`src/rtl/mce_pkg.sv`:
```
// Shared types and constants for the matrix chain cost evaluator.
// No dependencies; every rtl file but mce_ram imports this package.
package mce_pkg;

    localparam int DIM_W  = 16;
    localparam int COST_W = 48;
    localparam int SYM_W  = 8;
    localparam int LET_W  = 5;

    localparam logic [SYM_W-1:0] SYM_OPEN     = 8'h28;
    localparam logic [SYM_W-1:0] SYM_CLOSE    = 8'h29;
    localparam logic [SYM_W-1:0] SYM_LETTER_A = 8'h41;
    localparam int               LETTER_COUNT = 26;

    localparam logic [COST_W-1:0] COST_MAX = {COST_W{1'b1}};

    // command field codes
    localparam logic CMD_DEFINE = 1'b0;
    localparam logic CMD_SYMBOL = 1'b1;

    // operation kinds handed from front to back
    localparam int KIND_W = 2;
    localparam logic [KIND_W-1:0] OP_PUSH  = 2'd0;
    localparam logic [KIND_W-1:0] OP_CLOSE = 2'd1;
    localparam logic [KIND_W-1:0] OP_BAD   = 2'd2;

    // op queue depth
    localparam int Q_DEPTH = 4;
    localparam int Q_AW    = 2;
    localparam int Q_CW    = 3;

    typedef struct packed {
        logic             command;
        logic [LET_W-1:0] letter;
        logic [DIM_W-1:0] rows;
        logic [DIM_W-1:0] cols;
        logic [SYM_W-1:0] symbol;
        logic             last;
    } in_t;

    typedef struct packed {
        logic              error;
        logic [COST_W-1:0] mult_count;
        logic              saturated;
    } out_t;

    typedef struct packed {
        logic [KIND_W-1:0] kind;
        logic [DIM_W-1:0]  rows;
        logic [DIM_W-1:0]  cols;
        logic              last;
    } op_t;

    typedef struct packed {
        logic [DIM_W-1:0]  rows;
        logic [DIM_W-1:0]  cols;
        logic [COST_W-1:0] cost;
    } stack_entry_t;

endpackage

```
`src/rtl/mce_queue.sv`:
```
// Short FIFO of decoded operations between front and back.
// Depends on mce_pkg.
module mce_queue (
    input  logic          aclk,
    input  logic          aresetn,
    input  logic          push,
    input  mce_pkg::op_t  push_op,
    output logic          full,
    input  logic          pop,
    output mce_pkg::op_t  pop_op,
    output logic          empty
);
    import mce_pkg::*;

    op_t             slot_reg [Q_DEPTH];
    logic [Q_AW-1:0] wr_ptr_reg, wr_ptr_next;
    logic [Q_AW-1:0] rd_ptr_reg, rd_ptr_next;
    logic [Q_CW-1:0] count_reg, count_next;

    assign full   = (count_reg == Q_CW'(Q_DEPTH));
    assign empty  = (count_reg == '0);
    assign pop_op = slot_reg[rd_ptr_reg];

    always_comb begin
        wr_ptr_next = wr_ptr_reg + Q_AW'(push);
        rd_ptr_next = rd_ptr_reg + Q_AW'(pop);
        count_next  = count_reg + Q_CW'(push) - Q_CW'(pop);
    end

    always_ff @(posedge aclk) begin
        if (!aresetn) begin
            wr_ptr_reg <= '0;
            rd_ptr_reg <= '0;
            count_reg  <= '0;
        end else begin
            wr_ptr_reg <= wr_ptr_next;
            rd_ptr_reg <= rd_ptr_next;
            count_reg  <= count_next;
        end
    end

    always_ff @(posedge aclk) begin
        if (push) begin
            slot_reg[wr_ptr_reg] <= push_op;
        end
    end

endmodule

```
`config.mk`:
```
export PLATFORM = sky130hd
export DESIGN_NAME = mce_queue
export DESIGN_NICKNAME = d
export VERILOG_FILES = /design/src/rtl/mce_pkg.sv /design/src/rtl/mce_queue.sv
export SDC_FILE = /design/constraint.sdc
export NUM_CORES = 1
export LEC_CHECK = 0
export BUFFER_PORTS_ARGS = -buffer_cell sky130_fd_sc_hd__clkbuf_2
export CORE_ASPECT_RATIO = 0.5
export CORE_MARGIN = 2
export CORE_UTILIZATION = 55
export DETAILED_ROUTE_END_ITERATION = 10
export MAX_ROUTING_LAYER = met4
export PLACE_DENSITY = 0.85
export SKIP_CTS_REPAIR_TIMING = 1
export SLEW_MARGIN = 20
export SYNTH_ARGS = -nofsm -noshare
export SYNTH_HDL_FRONTEND = slang
export SYNTH_SLANG_ARGS = --single-unit
```
`constraint.sdc`:
```
create_clock -name aclk -period 5.7 [get_ports aclk]
set_clock_uncertainty 0.2 [all_clocks]
set_input_delay 0.57 -clock aclk [delete_from_list [all_inputs] [get_ports aclk]]
set_output_delay 0.57 -clock aclk [all_outputs]
set_load 0.05 [all_outputs]
```
# Word-level counts from Yosys, hierarchy flattened
# Memories as Yosys holds them, arrays and structs flattened. A register that Yosys moved wholly into a read port is not among the register bits.
# Index checks and enable logic that the tools add are counted.
dict set report classes {
  n_addsub 4
  n_eq_ne 1
  mux 3
  reduce_logical 1
}
# operator count
set ops {}
lappend ops {{2-bit by 1-bit adder with 2-bit output} 2}
lappend ops {{3-bit by 1-bit adder with 3-bit output} 1}
lappend ops {{3-bit == test (second input constant)} 1}
lappend ops {{3-bit zero test} 1}
lappend ops {{3-bit by 1-bit subtractor with 3-bit output} 1}
lappend ops {{1-bit two-way mux} 2}
lappend ops {{2-bit two-way mux} 1}
dict set report totals {
  regBits 7
  ram_bits 140
  in_bits 39
  output_inout_bits 37
  memories 1
}
# memory words word_bits read_ports rd_clocked_by_memory_dff write_ports line
set memory_table {}
lappend memory_table {slot_reg 4 35 1 1 1 mce_queue.sv:15} ;# op_t slot_reg [Q_DEPTH];

# Longest topological paths before layout
# Gate-level depths: netlist of the first run.
dict set report logic_depth {
  depth_word 2
  ltp_mapped 7
  mapped_depth_nobuf 7
}

# Worst setup path after synthesis of the first run
# OpenSTA, ideal clock, no wires.
dict set report synth_timing {
  kind {input -> register}
  from {input push}
  to {memory slot_reg[0][0] in the netlist's numbering, enable pin}
  setup_time_ns 0.478
  t_arrival_ns 3.152
  required_time_ns 5.022
  setup_slack_ns 1.870
  path_stages 1
  n_path_buf 0
  path_cell_list {nor3b_1}
}
dict set report synth_via {
  elab_chain_len 2
}
# item line
set synth_rtl {}
lappend synth_rtl {{start: declaration} mce_queue.sv:6} ;# input logic push,
lappend synth_rtl {{1-bit two-way mux} mce_queue.sv:43} ;# if (push) begin
lappend synth_rtl {{1-bit two-way mux (not written as such)} mce_queue.sv:44} ;# slot_reg[wr_ptr_reg] <= push_op;
lappend synth_rtl {{end: declaration} mce_queue.sv:15}
# No other way between the ends.

==> reports/qor.txt, run 1 <==
outcome: complete, no violations
crit end category: primary output
Setup TNS Final: 0 ns
Root Buffer: clkbuf_16
first-pass GRT wire length: 14.5 mm
iteration-0 DRC count of the detailed router: 137
RSZ-0062 raised after global routing: no
Syn-to-layout area delta: 22.0%
Tcrit/Tclk final: 0.576
slowest CP cell: dfxtp_2
synthesized net count: 260
sequential share of power: 0.439
post-detail-place hpwl: 5.54 mm
GPL Wtd Cong: 0.683
vias in the first global route: 2,659
initial antenna violation count: 0
P_sw: 682 uW
final worst path period need: 3.28 ns
Post-Syn Area: 5450 um2
Setup-failing EPs final: 0
pwr dens: 437 nW/um2
Placed Cells incl. Taps: 421
VDD IR-drop max: 0.219 mV
drt wl/cell: 21.1 um
max reg flops: 140
top cells by area, synth: edfxtp_1 77%, mux4_2 12%, dfxtp_1 2.6%
GR Overflow Total: 0
Lkg Pwr: 0.00236 uW
Reg clk slew, reported paths: 0.06 ns
die area: 10,800 um2
Final ANT Viol Nets: 0
vias after detailed routing: 2,477
non-filler cells, final: 454
Fin Hold WS: 0.172 ns
Seq/Total Area, Yosys: 0.797
Row Count: 25
share of cells above drive strength 1: 0.458
GRT Overall Usage: 0.203
H-tree depth: 4
WP data required: 4.93 ns
TritonCTS clock tree: built
Int Power: 2230 uW
Clock Sinks: 147
Syn Area/Cell: 25.2 um2
final hold violation count: 0
Max Slew Vio Count: 0
Critical Path, Cell by Cell: buf_4 > mux4_1 > clkbuf_2
Port Buffers: 75
DRC: 0
Worst-Margin Slew: 0.916 ns
CP max FO: 20
# nets final: 350
Vias/cell: 5.46
initial core utilization: 0.572
post-synth cell types: 19
Yosys reg bits: 147
Clock Power Share: 0.435
Max Cap Violations: 0
Worst EP arrival: 2.51 ns
drt first pass iters: 4
Core Area: 9540 um2
switch share: 0.235
worst skew pair latency: 0.41 ns
Mapped Cells: 216
largest net degree at the start of global routing: 37
Die H: 74.4 um
worst hold path type: in2reg
Crit path largest cell delay: 0.77 ns
Clock Path Buffers: 2
io pins: 76
Yosys warning total: 0
Crit Path Category: reg2out
Fmax achieved: 305 MHz
Slew headroom: 0.389
Comb pwr share: 0.127
TritonCTS buffer count: 17
Yosys top cell area share: 0.771
largest area contributor in the netlist: edfxtp_1
die width: 145 um
overall routed net length: 9.56 mm
critical path launch point type: flip-flop
antenna diode count: 0
## path summary, 6_finish.rpt
| kind | from | endpoint | slack (ns) | cells past startpoint |
|---|---|---|---|---|
| max | rd_ptr_reg[0] | pop_op[0] | 2.42 | 3 |
| min | push_op[1] | slot_reg[2][1] | 0.17 | 1 |
| max reg2reg | count_reg[0] | count_reg[2] | 3.74 | 7 |
| min reg2reg | wr_ptr_reg[1] | wr_ptr_reg[1] | 0.48 | 2 |
## cell families (layout without fill, tap and decap cells)
| logic type | Yosys count | count (layout) | synth area share |
|---|---|---|---|
| simple gates | 14 | 14 | 0.0156 |
| fa+ha+maj | 5 | 5 | 0.0129 |
| buf+inv | 12 | 115 | 0.0195 |
| flops | 147 | 147 | 0.797 |
| mux | 35 | 35 | 0.148 |
| xor+xnor | 3 | 3 | 0.00734 |
## routing by layer
metal  part of all wire  global-route usage  up-vias
li1                   -                   -     1102
met1               0.41               0.249     1272
met2               0.52               0.317       86
met3              0.052              0.0618       17
met4              0.016              0.0949        0
met5                  0                   -        -
## worst max-delay path, delay by kind of cell (launching register included)
kind | cells | cell delay (ns)
DFF | 1 | 0.77
muxes | 1 | 0.60
buffers and inverters | 2 | 0.70
## synthesized netlist by cell type
cell      instances
fa_1              1
edfxtp_1        140
mux4_1            5
xor2_1            2
inv_1             4
ha_1              4
nor3_1            1
mux4_2           30
and3b_1           1
and3_1            2
buf_12            3
buf_6             1
nor3b_1           1
buf_2             4
nor2_1            1
nand2_1           1
xnor3_1           1
and2_1            7
dfxtp_1           7
## cell usage in the layout (no fill, tap or decap), drive strengths merged
cell / count
xor2: 2
fa: 1
nand2: 1
clkinv: 4
bufinv: 6
clkbuf: 97
mux4: 35
nor2: 1
nor3: 1
and3: 2
and2: 7
and3b: 1
dfxtp: 7
inv: 4
nor3b: 1
ha: 4
edfxtp: 140
buf: 4
xnor3: 1
## area by class of cell
class | count | area (um2)
multi-input combinational | 57 | 1020
inverter | 4 | 15.0
timing repair buffer | 79 | 418
clock inverter | 10 | 200
fill | 548 | 2890
tap | 135 | 169
clock buffer | 22 | 484
sequential | 147 | 4350
## power by group through the flow
stage,sequential (uW),combinational [uW],clock [uW]
finish,1280,368,1260
global route,1280,389,1310
CTS,1280,372,1280
detailed placement,1300,366,0
global placement,1290,355,0
floorplan,1280,299,0
## per-stage QoR
stage,cell area [um2],power [uW],utilization,setup WS [ns]
final,6650,2910,0.697,2.42
after detailed placement,5950,1660,0.623,2.80
after global routing,6650,2980,0.697,2.24
after CTS,6630,2930,0.695,2.35
after global placement,5950,1650,0.623,2.84
after floorplan,5450,1580,-,1.87
No activity file was read; power rests on OpenSTA's default activity.
==> run 2, diff against run 1 <==
==> constraint.sdc (replaced) <==
create_clock -name aclk -period 3.1 [get_ports aclk]
set_clock_uncertainty 0.2 [all_clocks]
set_input_delay 0.31 -clock aclk [delete_from_list [all_inputs] [get_ports aclk]]
set_output_delay 0.31 -clock aclk [all_outputs]
set_load 0.05 [all_outputs]
==> run 2 against run 1 <==
Compared with the run above: the flow now finishes with violations (hold timing); combinational power rose by 96%; clock-buffer cell count shrank 5; non-clock buffer count up 36; register-to-register slack worse by 2.6 ns; largest power group unchanged; global-route usage up 0.47 points; sequential cell count unchanged; highest routed layer unchanged; sequential share of layout area shrank 3.2 points.
==> reports/qor.txt, run 2 (synthesis gave the netlist of run 1 again) <==
outcome: finished with violations
failing checks: hold timing
overall routed net length: 10.4 mm (+8.9%)
Vias/cell: 5.57 (+2.1%)
# fillers: 505 (-7.8%)
share of cells above drive strength 1: 0.405 (-0.0526)
switch share: 0.236 (+0.00161)
crit end category: primary output
Die H: 74.4 um (unchanged)
most frequent cells in the layout: 140 x edfxtp_1, 75 x clkbuf_2, 35 x dlygate4sd3_1, 30 x mux4_2, 17 x clkbuf_16
Root Buffer: clkbuf_16
critical path launch point type: flip-flop
Fin Hold WS: -0.0144 ns (-0.187 ns)
drt wl/cell: 21.3 um (+1.3%)
Critical Path, Cell by Cell: buf_4 > mux4_2 > clkbuf_2
Reg clk slew, reported paths: 0.06 ns (about the same)
critical path's top delay family: flip-flops
H-tree depth: 4 (unchanged)
Int Power: 4100 uW (+84%)
worst skew pair latency: 0.42 ns (about the same)
most common cell after layout, fill and taps aside: edfxtp_1
antenna diode count: 0 (unchanged)
TritonCTS clock tree: built
Setup Slack @ Placement: 0.826 ns (-1.97 ns)
iteration-0 DRC count of the detailed router: 195 (+42%)
GPL Wtd Cong: 0.671 (-1.7%)
GRT Overall Usage: 0.207 (+0.00474)
Max Cap Violations: 0 (unchanged)
io pins: 76 (unchanged)
Clock Sinks: 147 (unchanged)
sequential share of power: 0.437 (-0.002)
area occupied by multi-input gates: 1020 um2 (+0.61%)
max reg flops: 140 (unchanged)
register cell area after layout: 4350 um2 (unchanged)
Lkg Pwr: 0.00249 uW (+5.7%)
initial antenna violation count: 0 (unchanged)
Port Buffers: 75 (unchanged)
GR Overflow Total: 0 (unchanged)
final hold violation count: 6 (+6)
Worst-Margin Slew: 0.930 ns (+0.0139 ns)
Tcrit/Tclk final: 0.873
slowest CP cell: dfxtp_2
VDD IR-drop max: 0.492 mV (+130%)
Worst EP arrival: 2.20 ns (-0.31 ns)
die area: 10,800 um2 (unchanged)
# nets final: 386 (+10%)
Clock Path Buffers: 2 (unchanged)
DRC: 0 (unchanged)
Crit path largest cell delay: 0.64 ns (-0.13 ns)
Core Area: 9540 um2 (unchanged)
Fmax achieved: 369 MHz
Max Slew Vio Count: 0 (unchanged)
worst hold path type: in2reg
vias in the first global route: 2,607 (-2.0%)
die width: 145 um (unchanged)
Comb pwr share: 0.134 (+0.007)
Row Count: 25 (unchanged)
cell area after layout: 6990 um2 (+5.2%)
Syn-to-layout area delta: 28.3%
final worst path period need: 2.71 ns
Clock Power Share: 0.429 (-0.006)
P_sw: 1270 uW (+86%)
pwr dens: 768 nW/um2 (+76%)
Crit Path Category: reg2out
WP buf/inv: 2 (unchanged)
largest net degree at the start of global routing: 37 (unchanged)
drt first pass iters: 4 (unchanged)
Slew headroom: 0.380 (-0.00926)
Final ANT Viol Nets: 0 (unchanged)
Setup-failing EPs final: 0 (unchanged)
Setup TNS Final: 0 ns (unchanged)
vias after detailed routing: 2,719 (+9.8%)
initial core utilization: 0.572 (unchanged)
WP data required: 2.59 ns (-2.34 ns)
Setup WS post-layout: 0.393 ns (-2.02 ns)
first-pass GRT wire length: 15.0 mm (+3.3%)
RSZ-0062 raised after global routing: no
post-detail-place hpwl: 5.77 mm (+4.3%)
Post-DP Area: 5980 um2 (+0.57%)
CP max FO: 13 (-35%)
TritonCTS buffer count: 17 (unchanged)
==> run 2: final cells by class <==
cell class / count / area share
flip-flops and latches: 147 / 0.621
multi-input cells: 57 / 0.146
repair buffers: 115 / 0.111
clock buffers: 17 / 0.0608
clock inverters: 13 / 0.0342
well taps: 135 / 0.0242
inverters: 4 / 0.00215
==> run 2: power groups by stage <==
stage / logic, uW / clock network [uW] / registers, uW
3_5_place_dp: 681 / 0 / 2380
5_1_grt: 757 / 2410 / 2350
4_1_cts: 689 / 2330 / 2350
6_report: 721 / 2300 / 2340
3_3_place_gp: 666 / 0 / 2370
2_1_floorplan: 551 / 0 / 2350
==> run 2: worst paths after layout <==
| check | start | to | slack, ns | cells past startpoint |
|---|---|---|---|---|
| hold / removal | aresetn | wr_ptr_reg[0] | -0.01 | 2 |
| setup / recovery | rd_ptr_reg[0] | pop_op[30] | 0.39 | 3 |
| setup reg to reg | wr_ptr_reg[0] | slot_reg[3][15] | 1.16 | 1 |
| hold reg to reg | wr_ptr_reg[1] | wr_ptr_reg[1] | 0.46 | 2 |
==> run 2: through the flow <==
stage,instances,power (uW),hold slack (ns),utilization
2_1_floorplan,216,2900,0.209,-
3_3_place_gp,423,3040,0.322,0.627
3_5_place_dp,423,3070,0.328,0.627
4_1_cts,453,5370,-0.103,0.696
5_1_grt,488,5520,0.00637,0.733
6_report,488,5370,-0.0144,0.733
==> run 2: layer usage <==
layer | GRT usage | up-vias | wire (um)
met3 | 0.0631 | 15 | 579
met5 | - | - | 0
met2 | 0.324 | 105 | 5350
li1 | - | 1171 | -
met4 | 0.0831 | 0 | 191
met1 | 0.260 | 1428 | 4290
==> run 3, diff against run 2 <==
==> constraint.sdc (replaced) <==
create_clock -name aclk -period 3 [get_ports aclk]
set_clock_uncertainty 0.2 [all_clocks]
set_input_delay 0.3 -clock aclk [delete_from_list [all_inputs] [get_ports aclk]]
set_output_delay 0.3 -clock aclk [all_outputs]
set_load 0.05 [all_outputs]
==> run 3 against run 2 <==
Compared with the run above: critical path depth unchanged; sequential power grew 3%; the flow still finishes with violations (hold timing); clock power fell by 6%; first-iteration DRC count shrank 21%; combinational power increased by 5.4%; global-route usage hardly changed; worst setup slack worse by 0.041 ns; utilization shrank 0.47 points; hold slack worse by 0.0086 ns; critical endpoint is now pop_op[0]; total power is 0.67% lower.
==> reports/qor.txt, run 3 (synthesis gave the netlist of run 1 again) <==
GRT Overall Usage: 0.207 (about the same)
Root Buffer: clkbuf_16
Port Buffers: 75 (unchanged)
most frequent cells in the layout: 140 x edfxtp_1, 75 x clkbuf_2, 35 x dlygate4sd3_1, 30 x mux4_2, 17 x clkbuf_16
most common cell after layout, fill and taps aside: edfxtp_1
overall routed net length: 10.9 mm (+4.2%)
Die H: 74.4 um (unchanged)
Tcrit/Tclk final: 0.883
GPL Wtd Cong: 0.652 (-2.9%)
failing checks: hold timing
final worst path period need: 2.65 ns
Setup Slack @ Placement: 0.775 ns (-0.0515 ns)
Core Area: 9540 um2 (unchanged)
crit end category: primary output
Fin Hold WS: -0.0230 ns (-0.00864 ns)
final hold violation count: 6 (unchanged)
vias in the first global route: 2,721 (+4.4%)
critical path's top delay family: flip-flops
Clock Path Buffers: 2 (unchanged)
drt first pass iters: 4 (unchanged)
Vias/cell: 5.41 (-3.0%)
GR Overflow Total: 0 (unchanged)
switch share: 0.251 (+0.0149)
Crit path largest cell delay: 0.64 ns (about the same)
Critical Path, Cell by Cell: buf_12 > mux4_1 > clkbuf_2
critical path launch point type: flip-flop
Setup WS post-layout: 0.352 ns (-0.0407 ns)
Reg clk slew, reported paths: 0.06 ns (about the same)
Worst EP arrival: 2.15 ns (-0.05 ns)
DRC: 0 (unchanged)
Row Count: 25 (unchanged)
VDD IR-drop max: 0.524 mV (+6.6%)
share of cells above drive strength 1: 0.405 (about the same)
Int Power: 4000 uW (-2.6%)
WP buf/inv: 2 (unchanged)
Setup TNS Final: 0 ns (unchanged)
Final ANT Viol Nets: 0 (unchanged)
Slew headroom: 0.381 (+0.000577)
Max Slew Vio Count: 0 (unchanged)
vias after detailed routing: 2,665 (-2.0%)
antenna diode count: 0 (unchanged)
Comb pwr share: 0.143 (+0.009)
P_sw: 1340 uW (+5.6%)
Worst-Margin Slew: 0.929 ns (-0.000867 ns)
drt wl/cell: 22.0 um (+3.1%)
Fmax achieved: 378 MHz
worst hold path type: in2reg
RSZ-0062 raised after global routing: no
Setup-failing EPs final: 0 (unchanged)
die area: 10,800 um2 (unchanged)
TritonCTS buffer count: 17 (unchanged)
Clock Sinks: 147 (unchanged)
first-pass GRT wire length: 14.9 mm (-0.70%)
worst skew pair latency: 0.41 ns (about the same)
iteration-0 DRC count of the detailed router: 155 (-21%)
Syn-to-layout area delta: 27.4%
die width: 145 um (unchanged)
# nets final: 389 (+0.78%)
Crit Path Category: reg2out
outcome: finished with violations
max reg flops: 140 (unchanged)
WP data required: 2.50 ns (-0.09 ns)
io pins: 76 (unchanged)
Lkg Pwr: 0.00248 uW (-0.44%)
initial core utilization: 0.572 (unchanged)
Clock Power Share: 0.404 (-0.025)
sequential share of power: 0.453 (+0.016)
CP max FO: 15 (+2)
H-tree depth: 4 (unchanged)
Max Cap Violations: 0 (unchanged)
largest net degree at the start of global routing: 36 (-2.7%)
TritonCTS clock tree: built
post-detail-place hpwl: 5.70 mm (-1.3%)
Final Power: 5330 uW (-0.67%)
slowest CP cell: dfxtp_2
initial antenna violation count: 0 (unchanged)
pwr dens: 768 nW/um2 (about the same)
==> run 3: changes by cell type in the layout (fill, tap and decap cells not counted) <==
cell	change
buf_4	+3
bufinv_16	-3
clkinv_1	+2
clkinv_2	+2
clkbuf_1	+1
clkinv_4	+1
clkinvlp_4	-1
==> run 3: metrics by stage <==
stage               utilization  std cells  area (um2)  hold WS (ns)
finish                    0.728        493        6950       -0.0230
global route              0.728        493        6950      -0.00375
CTS                       0.692        458        6600        -0.116
detailed placement        0.629        426        6000         0.321
global placement          0.629        426        6000         0.312
floorplan                     -        216        5460         0.199
==> run 3: power groups by stage <==
stage	clock network, uW	logic, uW	registers [uW]
2_1_floorplan	0	569	2430
3_3_place_gp	0	699	2440
3_5_place_dp	0	715	2460
4_1_cts	2170	722	2420
5_1_grt	2250	801	2430
6_report	2160	760	2420
==> run 3: layer usage <==
| layer | global-route usage | vias to the layer above | part of all wire |
|---|---|---|---|
| li1 | - | 1177 | - |
| met1 | 0.237 | 1400 | 0.40 |
| met2 | 0.347 | 77 | 0.53 |
| met3 | 0.0663 | 11 | 0.055 |
| met4 | 0.0852 | 0 | 0.012 |
| met5 | - | - | 0 |
==> run 3: path summary, 6_finish.rpt <==
kind / from / to / slack [ns] / cells after the start
max: rd_ptr_reg[0] / pop_op[0] / 0.35 / 3
min: aresetn / rd_ptr_reg[0] / -0.02 / 2
max reg2reg: wr_ptr_reg[0] / slot_reg[3][2] / 1.05 / 1
min reg2reg: wr_ptr_reg[1] / wr_ptr_reg[1] / 0.47 / 2
==> run 3: final cells by class <==
cell class,count,area [um2]
clock buffers,18,429
clock inverters,14,168
fillers,538,2590
inverters,4,15.0
multi-input cells,57,1020
flip-flops and latches,147,4350
well taps,135,169
repair buffers,118,798
