[config.mk]
export PLATFORM = sky130hd
export DESIGN_NAME = mce_front
export DESIGN_NICKNAME = d
export VERILOG_FILES = /design/src/rtl/mce_pkg.sv /design/src/rtl/mce_front.sv
export SDC_FILE = /design/constraint.sdc
export NUM_CORES = 1
export LEC_CHECK = 0
export ABC_CLOCK_PERIOD_IN_PS = 11500
export BUFFER_PORTS_ARGS = -buffer_cell sky130_fd_sc_hd__buf_2
export CAP_MARGIN = 40
export CORE_UTILIZATION = 40
export DETAILED_ROUTE_END_ITERATION = 8
export GPL_ROUTABILITY_DRIVEN = 0
export GPL_TIMING_DRIVEN = 0
export SETUP_SLACK_MARGIN = 0.05
export SYNTH_ARGS = -nofsm -noshare
export SYNTH_HDL_FRONTEND = slang
export SYNTH_SLANG_ARGS = --single-unit
[constraint.sdc]
create_clock -name aclk -period 11.5 [get_ports aclk]
set_input_delay 1.725 -clock aclk [delete_from_list [all_inputs] [get_ports aclk]]
set_output_delay 1.725 -clock aclk [all_outputs]
set_load 0.02 [all_outputs]
[src/rtl/mce_pkg.sv]
// Shared types and constants for the matrix chain cost evaluator.
// No dependencies; every rtl file but mce_ram imports this package.
package mce_pkg;

    localparam int DIM_W  = 16;
    localparam int COST_W = 48;
    localparam int SYM_W  = 8;
    localparam int LET_W  = 5;

    localparam logic [SYM_W-1:0] SYM_OPEN     = 8'h28;
    localparam logic [SYM_W-1:0] SYM_CLOSE    = 8'h29;
    localparam logic [SYM_W-1:0] SYM_LETTER_A = 8'h41;
    localparam int               LETTER_COUNT = 26;

    localparam logic [COST_W-1:0] COST_MAX = {COST_W{1'b1}};

    // command field codes
    localparam logic CMD_DEFINE = 1'b0;
    localparam logic CMD_SYMBOL = 1'b1;

    // operation kinds handed from front to back
    localparam int KIND_W = 2;
    localparam logic [KIND_W-1:0] OP_PUSH  = 2'd0;
    localparam logic [KIND_W-1:0] OP_CLOSE = 2'd1;
    localparam logic [KIND_W-1:0] OP_BAD   = 2'd2;

    // op queue depth
    localparam int Q_DEPTH = 4;
    localparam int Q_AW    = 2;
    localparam int Q_CW    = 3;

    typedef struct packed {
        logic             command;
        logic [LET_W-1:0] letter;
        logic [DIM_W-1:0] rows;
        logic [DIM_W-1:0] cols;
        logic [SYM_W-1:0] symbol;
        logic             last;
    } in_t;

    typedef struct packed {
        logic              error;
        logic [COST_W-1:0] mult_count;
        logic              saturated;
    } out_t;

    typedef struct packed {
        logic [KIND_W-1:0] kind;
        logic [DIM_W-1:0]  rows;
        logic [DIM_W-1:0]  cols;
        logic              last;
    } op_t;

    typedef struct packed {
        logic [DIM_W-1:0]  rows;
        logic [DIM_W-1:0]  cols;
        logic [COST_W-1:0] cost;
    } stack_entry_t;

endpackage

[src/rtl/mce_front.sv]
// Front end: accepts items, keeps the letter dimension table, decodes symbols.
// Depends on mce_pkg.
module mce_front #(
    parameter int TABLE_ENTRIES = 26
) (
    input  logic          aclk,
    input  logic          aresetn,
    input  logic          s_valid,
    output logic          s_ready,
    input  mce_pkg::in_t  s_data,
    output logic          q_push,
    output mce_pkg::op_t  q_op,
    input  logic          q_full
);
    import mce_pkg::*;

    logic [DIM_W-1:0] dim_rows_reg [TABLE_ENTRIES];
    logic [DIM_W-1:0] dim_cols_reg [TABLE_ENTRIES];
    logic [TABLE_ENTRIES-1:0] dim_valid_reg, dim_valid_next;
    logic [TABLE_ENTRIES-1:0] dim_we;

    logic             accept;
    logic [SYM_W-1:0] idx;
    logic             hit;
    logic [DIM_W-1:0] hit_rows, hit_cols;

    assign s_ready = !q_full;
    assign accept  = s_valid && s_ready;
    assign idx     = s_data.symbol - SYM_LETTER_A;

    // first definition of a letter wins
    always_comb begin
        for (int i = 0; i < TABLE_ENTRIES; i++) begin
            dim_we[i] = accept && (s_data.command == CMD_DEFINE)
                        && (s_data.letter == LET_W'(i)) && !dim_valid_reg[i];
        end
        dim_valid_next = dim_valid_reg | dim_we;
    end

    always_comb begin
        hit      = 1'b0;
        hit_rows = '0;
        hit_cols = '0;
        for (int i = 0; i < TABLE_ENTRIES; i++) begin
            if (idx == SYM_W'(i) && dim_valid_reg[i]) begin
                hit      = 1'b1;
                hit_rows = dim_rows_reg[i];
                hit_cols = dim_cols_reg[i];
            end
        end
    end

    always_comb begin
        q_push      = accept && (s_data.command == CMD_SYMBOL);
        q_op.last   = s_data.last;
        q_op.rows   = '0;
        q_op.cols   = '0;
        if (s_data.symbol == SYM_OPEN) begin
            q_op.kind = OP_PUSH;
        end else if (s_data.symbol == SYM_CLOSE) begin
            q_op.kind = OP_CLOSE;
        end else if (s_data.symbol >= SYM_LETTER_A && hit) begin
            q_op.kind = OP_PUSH;
            q_op.rows = hit_rows;
            q_op.cols = hit_cols;
        end else begin
            q_op.kind = OP_BAD;
        end
    end

    always_ff @(posedge aclk) begin
        if (!aresetn) begin
            dim_valid_reg <= '0;
        end else begin
            dim_valid_reg <= dim_valid_next;
        end
    end

    always_ff @(posedge aclk) begin
        for (int i = 0; i < TABLE_ENTRIES; i++) begin
            if (dim_we[i]) begin
                dim_rows_reg[i] <= s_data.rows;
                dim_cols_reg[i] <= s_data.cols;
            end
        end
    end

endmodule

Word-level counts from Yosys, hierarchy flattened
Memories as Yosys holds them, arrays and structs flattened.
Cells that the tools add are included.
{"block": "totals", "memories": 2, "input_bits": 51, "latchBits": 0, "output_inout_bits": 37, "romBits": 0, "ff_bits": 26, "elab_cells": 506, "mem_bits_rw": 832}
{"memory": "dim_cols_reg", "depth": 26, "width": 16, "read_ports": 26, "rd_clocked_by_memory_dff": 0, "wr": 1, "line": "mce_front.sv:18", "source": "logic [DIM_W-1:0] dim_cols_reg [TABLE_ENTRIES];"}
{"memory": "dim_rows_reg", "depth": 26, "width": 16, "read_ports": 26, "rd_clocked_by_memory_dff": 0, "wr": 1, "line": "mce_front.sv:17", "source": "logic [DIM_W-1:0] dim_rows_reg [TABLE_ENTRIES];"}
{"block": "classes", "mux": 286, "bitwise_logic": 2, "div_mod_pow": 0, "addsub": 1, "n_eq_ne": 52, "n_mul": 0, "shifts": 0, "n_lt_le_gt_ge": 1, "n_reduce_logical": 161}
{"operator": "16-bit two-way mux", "count": 102}
{"operator": "16-bit OR reduction", "count": 50}
{"operator": "5-bit two-way mux", "count": 50}
{"operator": "1-bit two-way mux", "count": 128}
{"operator": "32-bit two-way mux", "count": 3}
{"operator": "1-bit logical AND", "count": 82}
{"operator": "8-bit by 5-bit equality test with 1-bit output, second input constant", "count": 10}
{"operator": "8-bit by 4-bit equality test with 1-bit output, second input constant", "count": 8}
{"operator": "5-bit equality test, second input constant", "count": 10}
{"operator": "5-bit by 4-bit equality test with 1-bit output, second input constant", "count": 8}
{"operator": "8-bit by 3-bit equality test with 1-bit output, second input constant", "count": 4}
{"operator": "1-bit zero test", "count": 27}
{"operator": "26-bit bitwise OR", "count": 1}
{"operator": "5-bit by 3-bit equality test with 1-bit output, second input constant", "count": 4}
{"operator": "8-bit by 2-bit equality test with 1-bit output, second input constant", "count": 2}
{"operator": "8-bit by 6-bit equality test with 1-bit output, second input constant", "count": 2}
{"operator": "5-bit by 2-bit equality test with 1-bit output, second input constant", "count": 2}
{"operator": "8-bit by 1-bit equality test with 1-bit output, second input constant", "count": 1}
{"operator": "8-bit by 7-bit greater-or-equal comparator with 1-bit output, second input constant", "count": 1}
{"operator": "8-bit zero test", "count": 1}
{"operator": "8-bit by 7-bit subtractor with 8-bit output, second input constant", "count": 1}
{"operator": "2-bit two-way mux", "count": 3}
{"operator": "5-bit by 1-bit equality test with 1-bit output, second input constant", "count": 1}
{"operator": "5-bit zero test", "count": 1}
{"operator": "1-bit inverter", "count": 1}

Depth between registers and ports, before layout
Gate-level depths: netlist (run 1).
{"block": "depth", "depth_word": 33, "ltp_mapped": 13, "depth_no_buf": 7}

Worst setup path after synthesis (run 1)
OpenSTA, ideal clock, no wires.
{"block": "synth_path", "path_type": "in2reg", "from": "in q_full", "to": "mem dim_cols_reg[1][0] (netlist: dim_cols_reg[0][16]) (enable)", "path_buffers": 0, "setup_ps": 502, "path_stages": 3, "path_slack_ps": 5322, "arrival_ps": 5676, "t_required_ps": 10998, "path_cell_list": "nor4b_1 > nand2_1 > nor4_1"}
{"block": "synth_via", "elab_chain_len": 33, "word_cells_on_any_way": 182, "classes_between": "mux (102); reduce/logical (80)"}
{"item": "from (decl)", "line": "mce_front.sv:13", "source": "input logic q_full"}
{"item": "1-bit zero test *", "line": "mce_front.sv:27", "source": "assign s_ready = !q_full;"}
{"item": "1-bit logical AND *", "line": "mce_front.sv:28", "source": "assign accept = s_valid && s_ready;"}
{"item": "1-bit logical AND *", "line": "mce_front.sv:34", "source": "dim_we[i] = accept && (s_data.command == CMD_DEFINE)"}
{"item": "1-bit logical AND * (2 in a row)", "line": "mce_front.sv:35", "source": "&& (s_data.letter == LET_W'(i)) && !dim_valid_reg[i];"}
{"item": "net dim_we[1]", "line": "mce_front.sv:20", "source": "logic [TABLE_ENTRIES-1:0] dim_we;"}
{"item": "1-bit two-way mux *", "line": "mce_front.sv:81", "source": "if (dim_we[i]) begin"}
{"item": "1-bit two-way mux (implied by the code) *", "line": "mce_front.sv:83", "source": "dim_cols_reg[i] <= s_data.cols;"}
{"item": "16-bit OR reduction (no line)"}
{"item": "5-bit two-way mux (no line) / 1-bit two-way mux (equally long branches) (25 in a row)"}
{"item": "to (decl)", "line": "mce_front.sv:18"}
The timed path passes the listed nets; every way through them passes the cells marked *.

==> results of run 1 <==
-- critical path: cells and delay by family --
family / cells / cell delay [ns]
AOI/OAI and AO/OA: 4 / 1.41
and+or+nand+nor: 3 / 1.45
buffers and inverters: 5 / 1.23
-- where the power goes --
group / total [mW] / internal (mW) / switching [mW]
registers: 3.44 / 3.44 / 0.00380
logic: 0.107 / 0.0174 / 0.0899
clock network: 2.88 / 1.69 / 1.20
-- worst max-delay path by stage --
stage	slack [ns]	to
6_report	3.95	q_op[12]
5_1_grt	3.94	q_op[12]
4_1_cts	4.11	q_op[12]
3_5_place_dp	4.14	q_op[12]
3_3_place_gp	2.26	dim_rows_reg[0][19]
2_1_floorplan	5.32	dim_cols_reg[0][16]
-- layer usage --
metal | routed length, um | up-vias
li1 | - | 9781
met1 | 43300 | 11700
met2 | 49000 | 1185
met3 | 8720 | 209
met4 | 4150 | 2
met5 | 13 | -
-- kinds of logic (layout without fill, tap and decap cells) --
group | Yosys count | in the layout
multiplexers | 5 | 5
AND/OR/NAND/NOR | 459 | 459
flip-flops | 858 | 858
AO/OA/AOI/OAI | 762 | 762
other | 0 | 1
buffers and inverters | 161 | 507
-- cell type report --
class	count	area [sq um]	area share
antenna	1	2.50	0.0000630
buffer	156	678	0.0171
clock buffer	117	2430	0.0611
clock inverter	43	474	0.0119
inverter	5	18.8	0.000473
multi-input combinational	1226	7900	0.199
sequential	858	25500	0.642
tap	1134	1420	0.0357
timing repair buffer	186	1290	0.0325
-- metrics by stage --
stage	power [mW]	setup slack, ns	cells	utilization	instance area, sq um
after floorplan	3.54	5.32	2245	-	34000
after global placement	3.61	2.26	3463	0.427	35800
after detailed placement	3.61	4.14	3564	0.439	36800
after CTS	6.45	4.11	3724	0.474	39700
after global routing	6.58	3.94	3726	0.474	39700
final	6.43	3.95	3726	0.474	39700
-- layout by cell type, fill, tap and decap left out, types with 19 or more instances in the layout --
master                        n
sky130_fd_sc_hd__nor3_1      37
sky130_fd_sc_hd__a21oi_1    134
sky130_fd_sc_hd__buf_6       30
sky130_fd_sc_hd__nand3_1     40
sky130_fd_sc_hd__a221o_1     25
sky130_fd_sc_hd__o22ai_1    107
sky130_fd_sc_hd__a22oi_1    108
sky130_fd_sc_hd__o21ai_0    104
sky130_fd_sc_hd__clkbuf_1   121
sky130_fd_sc_hd__nor2_1     114
sky130_fd_sc_hd__buf_2      133
sky130_fd_sc_hd__clkbuf_16   92
sky130_fd_sc_hd__buf_4       71
sky130_fd_sc_hd__o211ai_1    21
sky130_fd_sc_hd__a211oi_1    19
sky130_fd_sc_hd__edfxtp_1   832
sky130_fd_sc_hd__dfxtp_1     26
sky130_fd_sc_hd__o21a_1      40
sky130_fd_sc_hd__nand2_1    115
sky130_fd_sc_hd__o221ai_1    37
sky130_fd_sc_hd__a221oi_1    30
sky130_fd_sc_hd__nor3_2      29
==> Flow_metrics.wiki, run 1 <==
{| class="wikitable"
! Metric !! Value
|-
| Die width || 293 um
|-
| Standby leakage power || roughly 13 nW
|-
| Clk Latency, worst-skew pair || approximately 0.66 ns
|-
| Layout Skew || around 0.024 ns
|-
| Count of standard-cell rows || 106
|-
| Unrepaired setup endpoints after global routing || no
|-
| Area growth from synthesis to layout || 16.9%
|-
| Post-Synth Simple-Gate Area || 0.0688
|-
| Count of buffers inserted at the top-level ports || 84
|-
| Post-detailed-routing wire length || about 110000 um
|-
| Most instantiated flip-flop cell in the synthesis netlist || sky130_fd_sc_hd__edfxtp_1
|-
| Number of nets at the end of the flow || roughly 2600
|-
| Num CTS Buffers || 89
|-
| Die Span Y || 293 um
|-
| Met1 routing resource usage after global routing || 0.340
|-
| Synthesis Warnings || 0
|-
| Count of endpoints failing hold in the final timing report || 0
|-
| Adder-cell share of the synthesized area || 0
|-
| Routed via count divided by cell count || 6.13
|-
| Worst r2r dst || dim_rows_reg[0][169]
|-
| Share of flip-flops with an asynchronous set or reset || 0
|-
| Worst path cell trace || buf_2 > buf_4 > buf_2 > buf_2 > nand3_1 > nor3_2 > a22oi_1 > nand3_1 > a21oi_1 > o41ai_1 > a41o_1 > buf_2
|-
| Clock-pin transition on the worst setup and hold timing paths || around 0.06 ns
|-
| Placeable core area || ~84000 sq um
|-
| Cell types with the largest area share after synthesis || sky130_fd_sc_hd__edfxtp_1 (74%), sky130_fd_sc_hd__a22oi_1 (2.4%), sky130_fd_sc_hd__a21oi_1 (2.0%)
|-
| Yosys top cell by area || sky130_fd_sc_hd__edfxtp_1
|-
| Number of flops mapped to enable cells by yosys || between 800 and 900
|-
| Max H-tree Level || 3
|-
| Die Area || approximately 86000 sq um
|-
| Number of register bits inferred by synthesis || between 800 and 900
|-
| Number of optimization iterations in the first detailed-route pass || 5
|-
| Initial cell density of the core || 0.405
|-
| CTS tree || yes
|-
| Average cell area after synthesis || around 15 sq um
|-
| Headroom to the max-slew limit || 0.357
|-
| Average wire length per cell after detail routing || about 28 um
|-
| Peak supply drop || between 100 and 150 uV
|-
| Worst hold slack || roughly 0.52 ns
|-
| Number of buffers on the longest clock path || 3
|-
| Global-route wire length before repair || ~150000 um
|-
| Parity-gate share of the synthesized area counting xor and xnor cells || 0
|-
| Hold wc startpoint || dim_valid_reg[14]
|-
| Main combinational cell family by area after synthesis || compound AO/OA/AOI/OAI gates
|-
| Critical Path Most Common Cell || sky130_fd_sc_hd__buf_2
|-
| Library cell with the highest instance count after synthesis || sky130_fd_sc_hd__edfxtp_1
|-
| Stage delay of the slowest cell on the critical path || a little over 0.8 ns
|-
| I/O pin count || 88
|-
| Highest-utilization routing layer at the global route stage || met2
|-
| Routing usage on met3 || 0.0350
|-
| Clock root buffer master || sky130_fd_sc_hd__clkbuf_16
|-
| Reg-to-reg slack, setup || 9.29 ns
|-
| Proportion of synthesized chip area in sequential cells || 0.751
|-
| Compound-cell area share of the yosys netlist || 0.158
|-
| Highest achievable clock rate || around 130 MHz
|-
| Grt total ovfl || 0
|-
| Syn nets || 2296
|-
| Synth Instances || 2245
|-
| Number of resized instances in the post-cts repair step || 0
|-
| Hpwl dp || 76600 um
|-
| Area of the mapped netlist || ~34000 sq um
|-
| Period minus WS final || approximately 7.5 ns
|-
| Fraction of layout instances using a drive strength above 1 || 0.163
|-
| R2r worst-path depth || 4
|-
| Via count of the routed design || 22900
|-
| Startpoint kind of the worst setup timing path || input port
|-
| Worst Path Required || 9.78 ns
|-
| Fill cells || approximately 7300
|-
| Result of the run || finished clean
|-
| Met2 Use GR || 0.382
|-
| Slowest stage cell on the critical path || sky130_fd_sc_hd__nor3_2
|-
| Post-synthesis mux area share || 0.00151
|-
| Hold Buf Count CTS || 0
|-
| Launching element of the worst setup path || s_data[1]
|-
| DRC marker count from the first detailed-route iteration || around 3200
|-
| Number of clock sinks || ~860
|-
| Antenna-violating nets left || 0
|-
| Kind of end point of the critical path || output pin
|-
| Highest net fanout along the worst path || 10
|-
| Critical register-to-register path startpoint || dim_valid_reg[10]
|-
| Post-synth top cells || sky130_fd_sc_hd__edfxtp_1 (832), sky130_fd_sc_hd__a21oi_1 (134), sky130_fd_sc_hd__nand2_1 (115)
|-
| Hold crit path type || flop to flop
|-
| Number of global-route vias before repair || 22400
|-
| Total negative setup slack || 0 ns
|-
| Worst hold path depth || 1
|-
| Post-CTS setup buffers || 0
|-
| Final-report max-slew violation count || 0
|-
| Path type of the worst setup path || input port to output pin
|-
| DRC || 0
|-
| Ratio of total power to cell area || around 160 nW/um^2
|-
| Slew of the pin with the lowest slew margin || 0.960 ns
|-
| Endpoint arrival time on the critical path || ~5.8 ns
|-
| Hold Crit Endpoint || dim_valid_reg[14]
|-
| Share of the synthesized area in the top cell type || 0.735
|-
| Antenna violations before repair || 2
|-
| Library cells used by synthesis || 76
|-
| GR Util All Layers || 0.242
|-
| Pin count of the biggest net entering global routing || 27
|-
| Number of max-cap violations || 0
|-
| Part of the cycle the worst path needs || 0.656
|-
| Final setup violation count || 0
|}
Power figures use the tool's default switching activity.
==> run 2, diff against run 1 <==
ABC_CLOCK_PERIOD_IN_PS = 6900   (was 11500)
clock period = 6.9 ns   (was 11.5 ns; I/O delays follow)
==> run 2 against run 1 <==
Effect of this change:
- sequential power rose by 67%
- design area is essentially flat
- global-route usage unchanged
- register-to-register slack got worse by 4.6 ns
- routed wire length about the same
- total power is 67% higher
- first-iteration DRC count is 0.19% lower
==> Flow_metrics.wiki, run 2 (synthesis results as in run 1) <==
{| class="wikitable"
! Metric !! Value
|-
| Result of the run || finished clean
|-
| Number of optimization iterations in the first detailed-route pass || 6
|-
| Launching element of the worst setup path || s_data[1]
|-
| Number of resized instances in the post-cts repair step || 0
|-
| Num CTS Buffers || a little under 90
|-
| Highest achievable clock rate || 161 MHz
|-
| Standby leakage power || about 13 nW
|-
| Area of all sequential standard cells || 25500 sq um
|-
| Die Area || between 80000 and 90000 sq um
|-
| Clock-pin transition on the worst setup and hold timing paths || about 0.060 ns
|-
| Number of global-route vias before repair || about 22000
|-
| Leading cell type in the layout, fill and taps excluded || sky130_fd_sc_hd__edfxtp_1
|-
| Post-CTS setup buffers || 0
|-
| Worst r2r dst || dim_rows_reg[0][169]
|-
| Hpwl dp || roughly 77000 um
|-
| Grt total ovfl || 0
|-
| Unrepaired setup endpoints after global routing || no
|-
| Number of clock sinks || 858
|-
| Pin count of the biggest net entering global routing || 27
|-
| Critical Path Most Common Cell || sky130_fd_sc_hd__buf_2
|-
| Part of the cycle the worst path needs || 0.902
|-
| Number of buffers on the longest clock path || 3
|-
| Number of stages on the worst setup path || 12
|-
| Period minus WS final || a little over 6 ns
|-
| Peak supply drop || between 150 and 200 uV
|-
| R2r worst-path depth || 4
|-
| Count of standard-cell rows || approximately 110
|-
| Antenna violations before repair || 2
|-
| Highest net fanout along the worst path || 10
|-
| Clk Latency, worst-skew pair || 0.66 ns
|-
| Max H-tree Level || 3
|-
| Placeable core area || between 80000 and 90000 sq um
|-
| DRC marker count from the first detailed-route iteration || approximately 3200
|-
| DRC || 0
|-
| CTS tree || yes
|-
| Final setup violation count || 0
|-
| Endpoint arrival time on the critical path || approximately 5.2 ns
|-
| Stage delay of the slowest cell on the critical path || around 0.83 ns
|-
| Slowest stage cell on the critical path || sky130_fd_sc_hd__o41ai_1
|-
| Reg-to-reg slack, setup || roughly 4.7 ns
|-
| Path type of the worst setup path || input port to output pin
|-
| Hold crit path type || flop to flop
|-
| I/O pin count || 88
|-
| Critical register-to-register path startpoint || dim_valid_reg[10]
|-
| Top Family by Delay on Critical Path || compound AO/OA/AOI/OAI gates
|-
| Die Span Y || a little under 300 um
|-
| Summed area of non-filler cells in the final layout || approximately 40000 sq um
|-
| Kind of end point of the critical path || output pin
|-
| Commonest non-fill, non-tap cells in the layout || sky130_fd_sc_hd__edfxtp_1 (832), sky130_fd_sc_hd__a21oi_1 (134), sky130_fd_sc_hd__buf_2 (133), sky130_fd_sc_hd__clkbuf_1 (121), sky130_fd_sc_hd__nand2_1 (115)
|-
| Hold Buf Count CTS || 0
|-
| Fill cells || ~7300
|-
| Number of nets at the end of the flow || about 2600
|-
| Area growth from synthesis to layout || 16.9%
|-
| Ratio of total power to cell area || 270 nW/um^2
|-
| Count of buffers inserted at the top-level ports || 84
|-
| Global-route wire length before repair || around 150000 um
|-
| Antenna-violating nets left || 0
|-
| Average wire length per cell after detail routing || 28.2 um
|-
| Count of endpoints failing hold in the final timing report || 0
|-
| Post-detailed-routing wire length || approximately 110000 um
|-
| Via count of the routed design || around 23000
|-
| Initial cell density of the core || 0.405
|-
| Slew of the pin with the lowest slew margin || around 1.0 ns
|-
| Layout Skew || around 0.027 ns
|-
| Multi-input gate area in the final layout || 7900 sq um
|-
| Routed via count divided by cell count || 6.15
|-
| Timing endpoint of the critical path || q_op[12]
|-
| Clock root buffer master || sky130_fd_sc_hd__clkbuf_16
|-
| Fraction of layout instances using a drive strength above 1 || 0.163
|-
| Startpoint kind of the worst setup timing path || input port
|-
| Worst Path Required || a little under 6 ns
|-
| Final cell count without fillers || ~3700
|-
| Count of buffering cells on the critical path with inverters included || 5
|-
| GR Util All Layers || 0.242
|-
| Headroom to the max-slew limit || 0.321
|-
| Cell area reported after detailed placement || 36800 sq um
|-
| Worst path cell trace || buf_2 > buf_4 > buf_2 > buf_2 > nand3_1 > nor3_2 > a22oi_1 > nand3_1 > a21oi_1 > o41ai_1 > a41o_1 > buf_2
|-
| Cell total after placement || 3564
|-
| Number of max-cap violations || 0
|-
| Final-report max-slew violation count || 0
|-
| Die width || about 290 um
|}
run 2: cell types whose count changed in the layout (fill, tap and decap cells not counted), sizes merged:
cell   delta
diode     +1
run 2: final cells by class:
class / count / area share
inverter: 5 / 0.000473
clock buffer: 117 / 0.0611
timing repair buffer: 186 / 0.0324
antenna: 2 / 0.000126
tap: 1134 / 0.0357
clock inverter: 43 / 0.0119
multi-input combinational: 1226 / 0.199
buffer: 156 / 0.0171
sequential: 858 / 0.642
run 2: routing by layer:
| layer | vias to the layer above | share of wire | GRT usage | wire (um) |
|---|---|---|---|---|
| li1 | 9784 | - | - | - |
| met1 | 11700 | 0.41 | 0.339 | 42800 |
| met2 | 1260 | 0.47 | 0.381 | 49000 |
| met3 | 215 | 0.087 | 0.0362 | 9110 |
| met4 | 2 | 0.041 | 0.0953 | 4270 |
| met5 | - | 0.00012 | 0 | 13 |
run 2: worst min path at each step:
stage / startpoint / endpoint / cells after the start
3_5_place_dp: dim_valid_reg[14] / dim_valid_reg[14] / 1
6_report: dim_valid_reg[14] / dim_valid_reg[14] / 1
2_1_floorplan: dim_valid_reg[1] / dim_valid_reg[1] / 1
4_1_cts: dim_valid_reg[14] / dim_valid_reg[14] / 1
3_3_place_gp: dim_valid_reg[12] / dim_valid_reg[12] / 1
5_1_grt: dim_valid_reg[14] / dim_valid_reg[14] / 1
run 2: metrics by stage:
| step | utilization | power (mW) | setup TNS [ns] | worst slack, ns | hold slack, ns |
|---|---|---|---|---|---|
| 3_3_place_gp | 0.427 | 6.01 | -228.26 | -1.65 | 0.469 |
| 2_1_floorplan | - | 5.89 | 0 | 1.41 | 0.456 |
| 6_report | 0.474 | 10.7 | 0 | 0.674 | 0.516 |
| 5_1_grt | 0.474 | 11.0 | 0 | 0.719 | 0.549 |
| 3_5_place_dp | 0.439 | 6.02 | 0 | 0.924 | 0.504 |
| 4_1_cts | 0.474 | 10.8 | 0 | 0.885 | 0.518 |
run 2: where the power goes:
group / total [mW] / internal (mW) / switching, mW
clock: 4.80 / 2.81 / 1.99
sequential: 5.74 / 5.73 / 0.00631
combinational: 0.179 / 0.0290 / 0.150
